$ cat config.mk
export PLATFORM = sky130hd
export DESIGN_NAME = jukes_cantor_dna_distance
export DESIGN_NICKNAME = d
export VERILOG_FILES = /design/src/rtl/jcd_pkg.sv /design/src/rtl/jcd_front.sv /design/src/rtl/jcd_queue.sv /design/src/rtl/jcd_back.sv /design/src/rtl/jukes_cantor_dna_distance.sv
export SDC_FILE = /design/constraint.sdc
export NUM_CORES = 2
export LEC_CHECK = 0
export BUFFER_PORTS_ARGS = -buffer_cell sky130_fd_sc_hd__buf_2
export CORE_MARGIN = 2
export CORE_UTILIZATION = 55
export CTS_CLUSTER_DIAMETER = 30
export DETAILED_ROUTE_END_ITERATION = 10
export GPL_TIMING_DRIVEN = 0
export MAX_ROUTING_LAYER = met4
export PLACE_DENSITY = 0.68
export SYNTH_ARGS = -nofsm -noshare
export SYNTH_HDL_FRONTEND = slang
export SYNTH_SLANG_ARGS = --single-unit
$ cat constraint.sdc
create_clock -name i_clk -period 20.3 [get_ports i_clk]
set_input_delay 1.015 -clock i_clk [delete_from_list [all_inputs] [get_ports i_clk]]
set_output_delay 1.015 -clock i_clk [all_outputs]
set_load 0.05 [all_outputs]
$ cat src/rtl/jcd_pkg.sv
// package: shared constants, codes and types of the jukes-cantor distance block
`default_nettype none
package jcd_pkg;

    // default longest sequence pair that the counters take
    localparam int unsigned MAX_LENGTH_DEF = 65536;

    // log2 format and scaling
    localparam int unsigned FRAC_BITS = 28;
    localparam int unsigned MANT_BITS = 31;
    localparam int unsigned EXP_BITS  = 5;
    localparam int unsigned LOG_BITS  = EXP_BITS + FRAC_BITS;
    localparam int unsigned SCALE_BITS = 30;
    localparam logic [SCALE_BITS-1:0] JC_SCALE = 30'd558195838;

    // result fields
    localparam int unsigned DIST_BITS  = 20;
    localparam int unsigned COUNT_BITS = 17;
    localparam int unsigned QUEUE_DEPTH = 2;

    // result status codes
    localparam logic [1:0] ST_OK       = 2'd0;
    localparam logic [1:0] ST_NO_PAIRS = 2'd1;
    localparam logic [1:0] ST_SATURATE = 2'd2;

    // nucleotide letters
    localparam logic [7:0] CH_A = 8'h41;
    localparam logic [7:0] CH_C = 8'h43;
    localparam logic [7:0] CH_G = 8'h47;
    localparam logic [7:0] CH_T = 8'h54;
    localparam logic [7:0] CH_LOW_A = 8'h61;
    localparam logic [7:0] CH_LOW_Z = 8'h7a;
    localparam logic [7:0] CASE_GAP = 8'h20;

    // back end sequencer
    typedef enum logic [2:0] {
        S_IDLE,
        S_NORM,
        S_ITER,
        S_MUL_LO,
        S_MUL_HI,
        S_SUM,
        S_OUT
    } t_back_state;

    // queue handshake toward the back end
    typedef struct packed {
        logic valid;
        logic pop;
    } t_q_ctl;

    // fold lower case onto upper case
    function automatic logic [7:0] fold_base(input logic [7:0] c);
        logic [7:0] r;
        r = c;
        if (c inside {[CH_LOW_A:CH_LOW_Z]})
            r = c - CASE_GAP;
        return r;
    endfunction

    function automatic logic is_base(input logic [7:0] c);
        return (c inside {CH_A, CH_C, CH_G, CH_T});
    endfunction

endpackage
`default_nettype wire

$ cat src/rtl/jcd_front.sv
// front end: classifies character pairs and keeps the pair and mismatch counts
`default_nettype none
module jcd_front
    import jcd_pkg::*;
#(
    parameter int unsigned MAX_LENGTH = MAX_LENGTH_DEF,
    parameter int unsigned CW = $clog2(MAX_LENGTH + 1)
) (
    input  wire logic          i_clk,
    input  wire logic          i_rst_n,
    input  wire logic          i_valid,
    input  wire logic [7:0]    i_base_first,
    input  wire logic [7:0]    i_base_second,
    input  wire logic          i_final_pair,
    input  wire logic          i_q_full,
    output logic               o_stall,
    output logic               o_push,
    output logic [CW-1:0]      o_n,
    output logic [CW-1:0]      o_m
);

    logic [CW-1:0] r_n, r_m, n_n, n_m;
    logic [7:0]    a_f, b_f;
    logic          accept, count_it;

    // classify the pair
    always_comb begin
        a_f      = fold_base(i_base_first);
        b_f      = fold_base(i_base_second);
        o_stall  = i_q_full;
        accept   = i_valid && !o_stall;
        count_it = is_base(a_f) && is_base(b_f) && (r_n < CW'(MAX_LENGTH));
        n_n      = r_n + (count_it ? CW'(1) : CW'(0));
        n_m      = r_m + ((count_it && (a_f != b_f)) ? CW'(1) : CW'(0));
        o_push   = accept && i_final_pair;
        o_n      = n_n;
        o_m      = n_m;
    end

    // counters, cleared after each final word
    always_ff @(posedge i_clk) begin
        if (!i_rst_n) begin
            r_n <= '0;
            r_m <= '0;
        end else if (accept) begin
            r_n <= i_final_pair ? '0 : n_n;
            r_m <= i_final_pair ? '0 : n_m;
        end
    end

endmodule
`default_nettype wire

$ cat src/rtl/jcd_queue.sv
// queue of finished count pairs between front and back end
`default_nettype none
module jcd_queue
    import jcd_pkg::*;
#(
    parameter int unsigned CW = 17
) (
    input  wire logic          i_clk,
    input  wire logic          i_rst_n,
    input  wire logic          i_push,
    input  wire logic [CW-1:0] i_n,
    input  wire logic [CW-1:0] i_m,
    output logic               o_full,
    input  wire t_q_ctl        i_ctl_pop,
    output t_q_ctl             o_ctl,
    output logic [CW-1:0]      o_n,
    output logic [CW-1:0]      o_m
);

    localparam int unsigned PW = $clog2(QUEUE_DEPTH);

    logic [CW-1:0] r_qn [QUEUE_DEPTH];
    logic [CW-1:0] r_qm [QUEUE_DEPTH];
    logic [PW-1:0] r_wr, r_rd;
    logic [PW:0]   r_cnt;
    logic          pop;

    always_comb begin
        o_full      = (r_cnt == (PW+1)'(QUEUE_DEPTH));
        o_ctl.valid = (r_cnt != '0);
        o_ctl.pop   = 1'b0;
        pop         = i_ctl_pop.pop && o_ctl.valid;
        o_n         = r_qn[r_rd];
        o_m         = r_qm[r_rd];
    end

    // storage
    always_ff @(posedge i_clk) begin
        if (i_push) begin
            r_qn[r_wr] <= i_n;
            r_qm[r_wr] <= i_m;
        end
    end

    // pointers and fill
    always_ff @(posedge i_clk) begin
        if (!i_rst_n) begin
            r_wr  <= '0;
            r_rd  <= '0;
            r_cnt <= '0;
        end else begin
            if (i_push) r_wr <= r_wr + PW'(1);
            if (pop)    r_rd <= r_rd + PW'(1);
            r_cnt <= r_cnt + (i_push ? (PW+1)'(1) : '0) - (pop ? (PW+1)'(1) : '0);
        end
    end

endmodule
`default_nettype wire

$ cat src/rtl/jcd_back.sv
// back end: iterative log2 of both terms, scaling, saturation and result register
`default_nettype none
module jcd_back
    import jcd_pkg::*;
#(
    parameter int unsigned CW = 17
) (
    input  wire logic                  i_clk,
    input  wire logic                  i_rst_n,
    input  wire t_q_ctl                i_q,
    output t_q_ctl                     o_q,
    input  wire logic [CW-1:0]         i_n,
    input  wire logic [CW-1:0]         i_m,
    input  wire logic                  i_stall,
    output logic                       o_valid,
    output logic [DIST_BITS-1:0]       o_distance_q4_16,
    output logic [1:0]                 o_result_status,
    output logic [COUNT_BITS-1:0]      o_compared_count
);

    localparam int unsigned VW = CW + 2;
    localparam int unsigned PLW = 17 + SCALE_BITS;
    localparam int unsigned HIW = LOG_BITS - 17;
    localparam int unsigned PHW = HIW + SCALE_BITS;

    t_back_state r_state, n_state;

    logic [CW-1:0]          r_n;
    logic [VW-1:0]          r_v3n, r_vden;
    logic [MANT_BITS-1:0]   r_y;
    logic [EXP_BITS-1:0]    r_k;
    logic [FRAC_BITS-1:0]   r_frac;
    logic [EXP_BITS-1:0]    r_cnt;
    logic                   r_pass;
    logic [LOG_BITS-1:0]    r_lnum, r_diff;
    logic [PLW-1:0]         r_plo;
    logic [PHW-1:0]         r_phi;
    logic [DIST_BITS-1:0]   r_dist;
    logic [1:0]             r_status;
    logic                   r_out_valid;
    logic [DIST_BITS-1:0]   r_o_dist;
    logic [1:0]             r_o_status;
    logic [COUNT_BITS-1:0]  r_o_count;

    logic [VW-1:0]          v4m, vden;
    logic [2*MANT_BITS-1:0] sq;
    logic [MANT_BITS:0]     sq_t;
    logic [FRAC_BITS-1:0]   frac_nx;
    logic [LOG_BITS-1:0]    lden;
    logic [63:0]            total;
    logic [63:0]            shifted;
    logic                   out_free;

    // arithmetic on the current registers
    always_comb begin
        v4m     = {i_m, 2'b00};
        vden    = r_v3n - r_vden;
        sq      = r_y * r_y;
        sq_t    = sq[2*MANT_BITS-1:MANT_BITS-1];
        frac_nx = {r_frac[FRAC_BITS-2:0], sq_t[MANT_BITS]};
        lden    = {r_k, frac_nx};
        total   = (64'(r_phi) << 17) + 64'(r_plo) + (64'd1 << 41);
        shifted = total >> 42;
        out_free = !r_out_valid || !i_stall;
    end

    // next state
    always_comb begin
        n_state = r_state;
        case (r_state)
            S_IDLE:   if (i_q.valid) n_state = S_NORM;
            S_NORM:   begin
                if (r_status != ST_OK) n_state = S_OUT;
                else if (r_y[MANT_BITS-1]) n_state = S_ITER;
            end
            S_ITER:   if (r_cnt == '0) n_state = r_pass ? S_MUL_LO : S_NORM;
            S_MUL_LO: n_state = S_MUL_HI;
            S_MUL_HI: n_state = S_SUM;
            S_SUM:    n_state = S_OUT;
            S_OUT:    if (out_free) n_state = S_IDLE;
            default:  n_state = S_IDLE;
        endcase
    end

    // queue pop
    always_comb begin
        o_q.valid = 1'b0;
        o_q.pop   = (r_state == S_IDLE) && i_q.valid;
    end

    always_ff @(posedge i_clk) begin
        if (!i_rst_n) r_state <= S_IDLE;
        else          r_state <= n_state;
    end

    // datapath
    always_ff @(posedge i_clk) begin
        case (r_state)
            S_IDLE: begin
                r_n    <= i_n;
                r_vden <= v4m;
                r_pass <= 1'b0;
                r_dist <= '0;
                if (i_n == '0)
                    r_status <= ST_NO_PAIRS;
                else if (v4m >= ({i_n, 1'b0} + VW'(i_n)))
                    r_status <= ST_SATURATE;
                else
                    r_status <= ST_OK;
                r_v3n  <= {i_n, 1'b0} + VW'(i_n);
                r_y    <= MANT_BITS'({i_n, 1'b0} + VW'(i_n));
                r_k    <= EXP_BITS'(MANT_BITS - 1);
            end
            S_NORM: begin
                r_cnt <= EXP_BITS'(FRAC_BITS - 1);
                if (!r_y[MANT_BITS-1]) begin
                    r_y <= {r_y[MANT_BITS-2:0], 1'b0};
                    r_k <= r_k - EXP_BITS'(1);
                end
            end
            S_ITER: begin
                r_frac <= frac_nx;
                r_cnt  <= r_cnt - EXP_BITS'(1);
                // end of the first term: keep its log and load the second term
                if (r_cnt == '0 && !r_pass) begin
                    r_lnum <= lden;
                    r_pass <= 1'b1;
                    r_y    <= MANT_BITS'(vden);
                    r_k    <= EXP_BITS'(MANT_BITS - 1);
                end else begin
                    r_y <= sq_t[MANT_BITS] ? sq_t[MANT_BITS:1] : sq_t[MANT_BITS-1:0];
                    if (r_cnt == '0)
                        r_diff <= (r_lnum > lden) ? (r_lnum - lden) : '0;
                end
            end
            S_MUL_LO: r_plo <= r_diff[16:0] * JC_SCALE;
            S_MUL_HI: r_phi <= r_diff[LOG_BITS-1:17] * JC_SCALE;
            S_SUM: begin
                r_dist <= (shifted > 64'((1 << DIST_BITS) - 1))
                        ? {DIST_BITS{1'b1}} : shifted[DIST_BITS-1:0];
            end
            default: ;
        endcase
    end

    // result register
    always_ff @(posedge i_clk) begin
        if (!i_rst_n) begin
            r_out_valid <= 1'b0;
        end else if (r_state == S_OUT && out_free) begin
            r_out_valid <= 1'b1;
        end else if (!i_stall) begin
            r_out_valid <= 1'b0;
        end
    end

    always_ff @(posedge i_clk) begin
        if (r_state == S_OUT && out_free) begin
            r_o_dist   <= r_dist;
            r_o_status <= r_status;
            r_o_count  <= COUNT_BITS'(r_n);
        end
    end

    assign o_valid          = r_out_valid;
    assign o_distance_q4_16 = r_o_dist;
    assign o_result_status  = r_o_status;
    assign o_compared_count = r_o_count;

endmodule
`default_nettype wire

$ cat src/rtl/jukes_cantor_dna_distance.sv
// top level: jukes-cantor distance of two aligned dna sequences
//
//   channel | direction | handshake          | word
//   pairs   | in        | i_valid / o_stall  | base_first, base_second, final_pair
//   result  | out       | o_valid / i_stall  | distance_q4_16, result_status, compared_count
//
// one character pair is taken per cycle; the front only stalls when both
// queue slots hold finished sequences. a result's time in the back end is set by
// mantissa normalization and the one-bit-per-cycle log2 squaring loop run once for
// each of the two terms; a failing status skips the loop. reset is synchronous and
// clears counters, queue and result valid. a stalled result holds while new pairs keep counting.
`default_nettype none
module jukes_cantor_dna_distance
    import jcd_pkg::*;
#(
    parameter int unsigned MAX_LENGTH = MAX_LENGTH_DEF
) (
    input  wire logic                  i_clk,
    input  wire logic                  i_rst_n,
    input  wire logic                  i_valid,
    output logic                       o_stall,
    input  wire logic [7:0]            i_base_first,
    input  wire logic [7:0]            i_base_second,
    input  wire logic                  i_final_pair,
    output logic                       o_valid,
    input  wire logic                  i_stall,
    output logic [DIST_BITS-1:0]       o_distance_q4_16,
    output logic [1:0]                 o_result_status,
    output logic [COUNT_BITS-1:0]      o_compared_count
);

    localparam int unsigned CW = $clog2(MAX_LENGTH + 1);

    logic          push, q_full;
    logic [CW-1:0] f_n, f_m, q_n, q_m;
    t_q_ctl        q_ctl, b_ctl;

    jcd_front #(.MAX_LENGTH(MAX_LENGTH), .CW(CW)) u_front (
        .i_clk, .i_rst_n, .i_valid, .i_base_first, .i_base_second, .i_final_pair,
        .i_q_full(q_full), .o_stall, .o_push(push), .o_n(f_n), .o_m(f_m)
    );

    jcd_queue #(.CW(CW)) u_queue (
        .i_clk, .i_rst_n, .i_push(push), .i_n(f_n), .i_m(f_m), .o_full(q_full),
        .i_ctl_pop(b_ctl), .o_ctl(q_ctl), .o_n(q_n), .o_m(q_m)
    );

    jcd_back #(.CW(CW)) u_back (
        .i_clk, .i_rst_n, .i_q(q_ctl), .o_q(b_ctl), .i_n(q_n), .i_m(q_m),
        .i_stall, .o_valid, .o_distance_q4_16, .o_result_status, .o_compared_count
    );

endmodule
`default_nettype wire

## Word level (Yosys, flattened, before mapping)

Memory sizes are Yosys's and may differ from the RTL's. A register that Yosys moved wholly into a read port is not among the register bits.
Cells that the tools add are included.

- $add $sub $neg: 16
- Multipliers: 3
- $lt $le $gt $ge: 8
- Equality and inequality tests: 23
- Muxes and demuxes: 36
- Bitwise operators: 1
- Reduce and logical (&&, ||, !) cells: 33

Operator list:

| kind | count |
|---|---|
| 31-bit 2-to-1 mux | 3 |
| 31-bit one-hot mux with 3 select lines | 1 |
| 63-bit by 47-bit adder with 64-bit output | 1 |
| 64-bit by 42-bit adder with 64-bit output, second input constant | 1 |
| 8-bit by 7-bit == test with 1-bit output, second input constant | 8 |
| 31-bit by 31-bit multiplier with 62-bit output | 1 |
| 17-bit by 29-bit multiplier with 46-bit output, second input constant | 1 |
| 16-bit by 29-bit multiplier with 45-bit output, second input constant | 1 |
| 20-bit one-hot mux with 2 select lines | 1 |
| 18-bit by 17-bit adder with 19-bit output | 2 |
| 17-bit adder | 2 |
| 17-bit 2-to-1 mux | 2 |
| 33-bit greater-than comparator | 1 |
| 33-bit subtractor | 1 |
| 22-bit by 20-bit greater-than comparator with 1-bit output, second input constant | 1 |
| 3-bit one-hot mux with 7 select lines | 1 |
| 20-bit 2-to-1 mux | 1 |
| 19-bit >= comparator | 1 |
| 19-bit subtractor | 1 |
| 17-bit logical NOT | 1 |
| 17-bit less-than comparator, second input constant | 1 |
| 8-bit by 7-bit >= comparator with 1-bit output, second input constant | 2 |
| 8-bit by 7-bit <= comparator with 1-bit output, second input constant | 2 |
| 8-bit 2-to-1 mux | 2 |
| other kinds (32) | 81 |

- Register bits after elaboration: 382
- Bits in writable memories: 68
- Bits of input ports: 21
- Output and inout bits: 41
- Word-level logic and storage cells: 147
- Memories kept: 2

Memories:

| name | depth | bits a word | read ports | clocked after Yosys merged registers in | wr ports | line | source |
|---|---|---|---|---|---|---|---|
| u_queue.r_qm | 2 | 17 | 1 | 1 | 1 | jcd_queue.sv:23 | `logic [CW-1:0] r_qm [QUEUE_DEPTH];` |
| u_queue.r_qn | 2 | 17 | 1 | 1 | 1 | jcd_queue.sv:22 | `logic [CW-1:0] r_qn [QUEUE_DEPTH];` |

## Longest topological paths before layout

- Depth in word-level cells: 11
- Mapped depth: 44
- Depth with buffers taken out: 41

## Hierarchy

Synthesis repeated with hierarchy kept, for this count alone.

- Cell total of the unflattened synthesis: 6,252
- Area total of the unflattened synthesis: 63,279.4 sq um

By module, submodules not included:

| module | instances | cells an instance | area each (sq um) | seq. area each (sq um) |
|---|---|---|---|---|
| jcd_back | 1 | 5,799 | 57,979.4 | 9,749.4 |
| jcd_queue | 1 | 131 | 2,864.0 | 2,142.1 |
| jcd_front | 1 | 322 | 2,436.1 | 680.7 |

## Worst setup path before layout

No wires, ideal clock.

- Path type: register to register
- Start: register u_back.r_y[14]
- End: register u_back.r_diff[3] (data pin)
- Setup time: 0.263 ns
- Data arrival time: 10.136 ns
- Required time: 20.037 ns
- Path slack: 9.900 ns
- Cell stages (with the launch flop): 42
- Path buffers: 5
- Period minus slack after synthesis: 10.400 ns
- Cells stage by stage: edfxtp_1 -> clkbuf_1 -> clkbuf_1 -> nand2_1 -> inv_1 -> fa_1 -> fa_1 -> inv_1 -> fa_1 -> inv_1 -> fa_1 -> inv_1 -> fa_1 -> inv_1 -> fa_1 -> fa_1 -> inv_1 -> fa_1 -> (+6 left out) -> o32a_1 -> a32o_2 -> nor2_4 -> buf_8 -> buf_6 -> ha_1 -> nor2b_1 -> o21ai_0 -> a21boi_0 -> o21ai_0 -> a211oi_1 -> nor2_1 -> o31ai_1 -> o41ai_1 -> nor2_1 -> a211oi_1 -> buf_2 -> nor3_1

- Word-level cells in the longest chain between the ends: 2

RTL lines:

| element | line | source |
|---|---|---|
| start: declaration | jcd_back.sv:30 | `logic [MANT_BITS-1:0] r_y;` |
| start signal: assignment | jcd_back.sv:111 | `r_y <= MANT_BITS'({i_n, 1'b0} + VW'(i_n));` |
| start signal: assignment | jcd_back.sv:117 | `r_y <= {r_y[MANT_BITS-2:0], 1'b0};` |
| start signal: assignment | jcd_back.sv:128 | `r_y <= MANT_BITS'(vden);` |
| 31-bit by 31-bit multiplier with 62-bit output * | jcd_back.sv:58 | `sq = r_y * r_y;` |
| named net u_back.sq[61] | jcd_back.sv:46 | `logic [2*MANT_BITS-1:0] sq;` |
| 33-bit subtractor or 33-bit greater-than comparator (tied branches) | jcd_back.sv:133 | `r_diff <= (r_lnum > lden) ? (r_lnum - lden) : '0;` |
| end signal: assignment | jcd_back.sv:133 |  |
| end: declaration | jcd_back.sv:35 | `logic [LOG_BITS-1:0] r_lnum, r_diff;` |

Mark *: on every way through the listed nets, which the timed path passes. The rest lies on a longest branch.
A chain may end at the register's enable or synchronous reset.

## Worst setup path in the final report

- Start: register u_back.r_y[16]
- End: register u_back.r_diff[3] (data pin)

The elaborated chain is that of the path after synthesis.

==> impl_metrics.env <==
export IMPL_status="complete, but fails checks"
export IMPL_violations="capacitance limit, slew limit"
export IMPL_synthMostInstantiatedCell="inv_1"
export IMPL_die_h_um=341
export IMPL_nNetsFinal=8134
export IMPL_required_ns=20.64
export IMPL_cp_start_kind="register"
export IMPL_numClockSinks=433
export IMPL_drt_pass1_iterations=6
export IMPL_hold_viol_final=0
export IMPL_cts_htree_levels=3
export IMPL_synth_edf_count=390
export IMPL_vias_per_cell=5.50
export IMPL_fin_worst_skew_ns=0.0499
export IMPL_initial_core_util=0.555
export IMPL_port_buffers=60
export IMPL_timing_hold_ws_ns=0.413
export IMPL_drive_gt1_frac=0.0458
export IMPL_grt_use_total=0.291
export IMPL_ios=62
export IMPL_finalSetupViolations=0
export IMPL_cp_arrival_ns=14.08
export IMPL_insertion_delay_ns=0.63
export IMPL_slew_viol_final=22
export IMPL_min_period_over_period=0.677
export IMPL_cts_root_buf="clkbuf_16"
export IMPL_cts_clk_slew_worst_paths_ns=0.05
export IMPL_core_area_mm2=0.112
export IMPL_seq_area_frac_synth=0.201
export IMPL_slew_limit_headroom=-0.0563
export IMPL_grt_pass1_vias=45700
export IMPL_grt_overflow_total=0
export IMPL_yosys_warnings=0
export IMPL_ys_async_sr_fraction=0
export IMPL_ys_ff_latch=433
export IMPL_final_cells=7866
export IMPL_design_area_mm2=0.0676
export IMPL_grt_max_degree=38
export IMPL_yosys_top_cells_count="inv_1 (1615), fa_1 (1023), ha_1 (795)"
export IMPL_drc=0
export IMPL_wirelength_um=159000
export IMPL_drt_iter0_markers=3148
export IMPL_yosysTopAreaCellShare=0.328
export IMPL_cap_viol_max_count=2
export IMPL_cpMaxStageDelayCell="clkbuf_1"
export IMPL_end_kind="register"
export IMPL_antenna_left=0
export IMPL_grt_pass1_wl_um=252000
export IMPL_rsz0062_at_grt="false"
export IMPL_rows=123
export IMPL_cts_hold_buffers=0
export IMPL_hp_class="register to register"
export IMPL_antenna_found_initial=10
export IMPL_synth_cell_types=92
export IMPL_numPlacedInstances=7714
export IMPL_place_area_mm2=0.0648
export IMPL_yosys_top_cells_area="fa_1 (33%), edfxtp_1 (19%), ha_1 (16%)"
export IMPL_path_class="register to register"
export IMPL_area_delta_synth_final_pct=8.25
export IMPL_dieArea_mm2=0.116
export IMPL_synth_cell_area_mm2=0.0625
export IMPL_cts_setup_buffers=0
export IMPL_gp_routability_congestion=1.00
export IMPL_numCtsBuffers=78
export IMPL_worst_pin_slew_ns=1.58
export IMPL_cp_max_fo=12
export IMPL_fin_setup_tns_ns=0
export IMPL_yosys_area_top_type="fa_1"
export IMPL_syn_avg_cell_area_um2=10.2
export IMPL_fmax_ghz=0.0728
export IMPL_crit_top_cell="fa_1"
export IMPL_cts_tree="built"
export IMPL_slowest_delay_ns=1.18
export IMPL_wire_per_inst_um=20.2
export IMPL_hpwlAfterDp_um=129000
export IMPL_cts_resized=0
export IMPL_synth_cells=6144
export IMPL_die_w_um=341
export IMPL_vias=43300
export IMPL_cts_max_path_buffers=3
export IMPL_ys_flop_type="edfxtp_1"
export IMPL_synthesis_nets=7983
export IMPL_fin_crit_ns=13.74
## logic make-up (layout without fill, tap and decap cells)
family / after synthesis / count (layout) / share of synthesized area
adders and majority gates: 1818 / 1818 / 0.487
buffers and inverters: 1767 / 1983 / 0.107
and+or+nand+nor: 1119 / 1119 / 0.0873
AOI/OAI and AO/OA: 730 / 730 / 0.0772
DFF: 433 / 433 / 0.201
xor gates and xnor gates: 218 / 218 / 0.0306
muxes: 58 / 58 / 0.00974
other: 1 / 7 / 0.0000600
## per-stage QoR
step,setup WS [ns],utilization
after CTS,6.77,0.601
after global placement,6.90,0.575
after global routing,6.00,0.601
final,6.56,0.601
after detailed placement,6.82,0.576
after floorplan,9.90,-
## layer usage
layer  part of all wire  wire [um]  global-route usage
met1               0.41      65100               0.371
met2               0.47      74400               0.460
met3              0.076      12100              0.0554
met4              0.047       7470               0.115
met5                  0          0                   -
## worst paths after layout
check | cells after the start | slack (ns) | to | from
hold / removal | 0 | 0.41 | u_back.o_compared_count[5] | u_back.r_n[5]
setup / recovery | 39 | 6.56 | u_back.r_diff[3] | u_back.r_y[16]
hold reg to reg | 0 | 0.41 | u_back.o_compared_count[5] | u_back.r_n[5]
setup reg to reg | 39 | 6.56 | u_back.r_diff[3] | u_back.r_y[16]
## registers in the layout, indices dropped and copies added (netlist names), 2 cells and up, named ones only
name	cells
u_back.r_k	5
u_queue.r_cnt	2
u_back.o_compared_count	17
u_back.r_diff	33
u_back.r_status	2
u_back.r_y	31
u_back.r_vden	17
u_back.r_lnum	33
u_front.r_m	17
u_back.r_v3n	19
u_back.r_frac	27
u_back.r_plo	29
u_front.r_n	17
u_back.o_distance_q4_16	20
u_back.r_cnt	5
u_back.o_result_status	2
u_back.r_state	3
u_queue.r_qm	34
u_queue.r_qn	34
u_back.r_dist	20
u_back.r_phi	45
u_back.r_n	16
## cells in the final DEF, fill, tap and decap left out, types with 10 or more instances in the layout
master and count:
a21oi_1 225, o21ai_0 119, fa_1 1023, o21a_1 21, a22oi_1 19, xnor2_1 119
a211oi_1 25, and2_1 185, buf_2 64, clkinv_4 11, o21bai_1 28, clkbuf_1 146
dfxtp_1 43, xor2_1 99, inv_6 12, mux2_2 21, mux2i_1 36, a21o_1 133
nand2_1 400, nor3_1 48, clkbuf_16 82, and3_1 46, nor3b_1 10, ha_1 795
edfxtp_1 390, nand3b_1 18, o31ai_1 10, nor2_1 201, a31oi_1 15, nand4_1 36
nand2b_1 23, nor2b_1 32, or2_2 18, inv_1 1614, nand3_1 58, or3_1 11
## critical path: cells and delay by family, from the launching register on
family	cells	cell delay, ns
AO/OA/AOI/OAI	9	2.76
AND/OR/NAND/NOR	10	2.40
flip-flops	1	0.42
buffers and inverters	10	3.14
adder cells (fa/ha/maj)	10	4.69
## layout make-up
type	instances	area, um^2
fill	9406	44900
buffer	151	609
tap	1500	1880
antenna	6	15.0
clock inverter	55	647
multi-input combinational	3944	43300
timing repair buffer	71	475
clock buffer	90	2090
sequential	433	12600
inverter	1616	6070
Power is not shown: default switching activity piles up to over one toggle a cycle in this logic, so the estimate is an artifact.
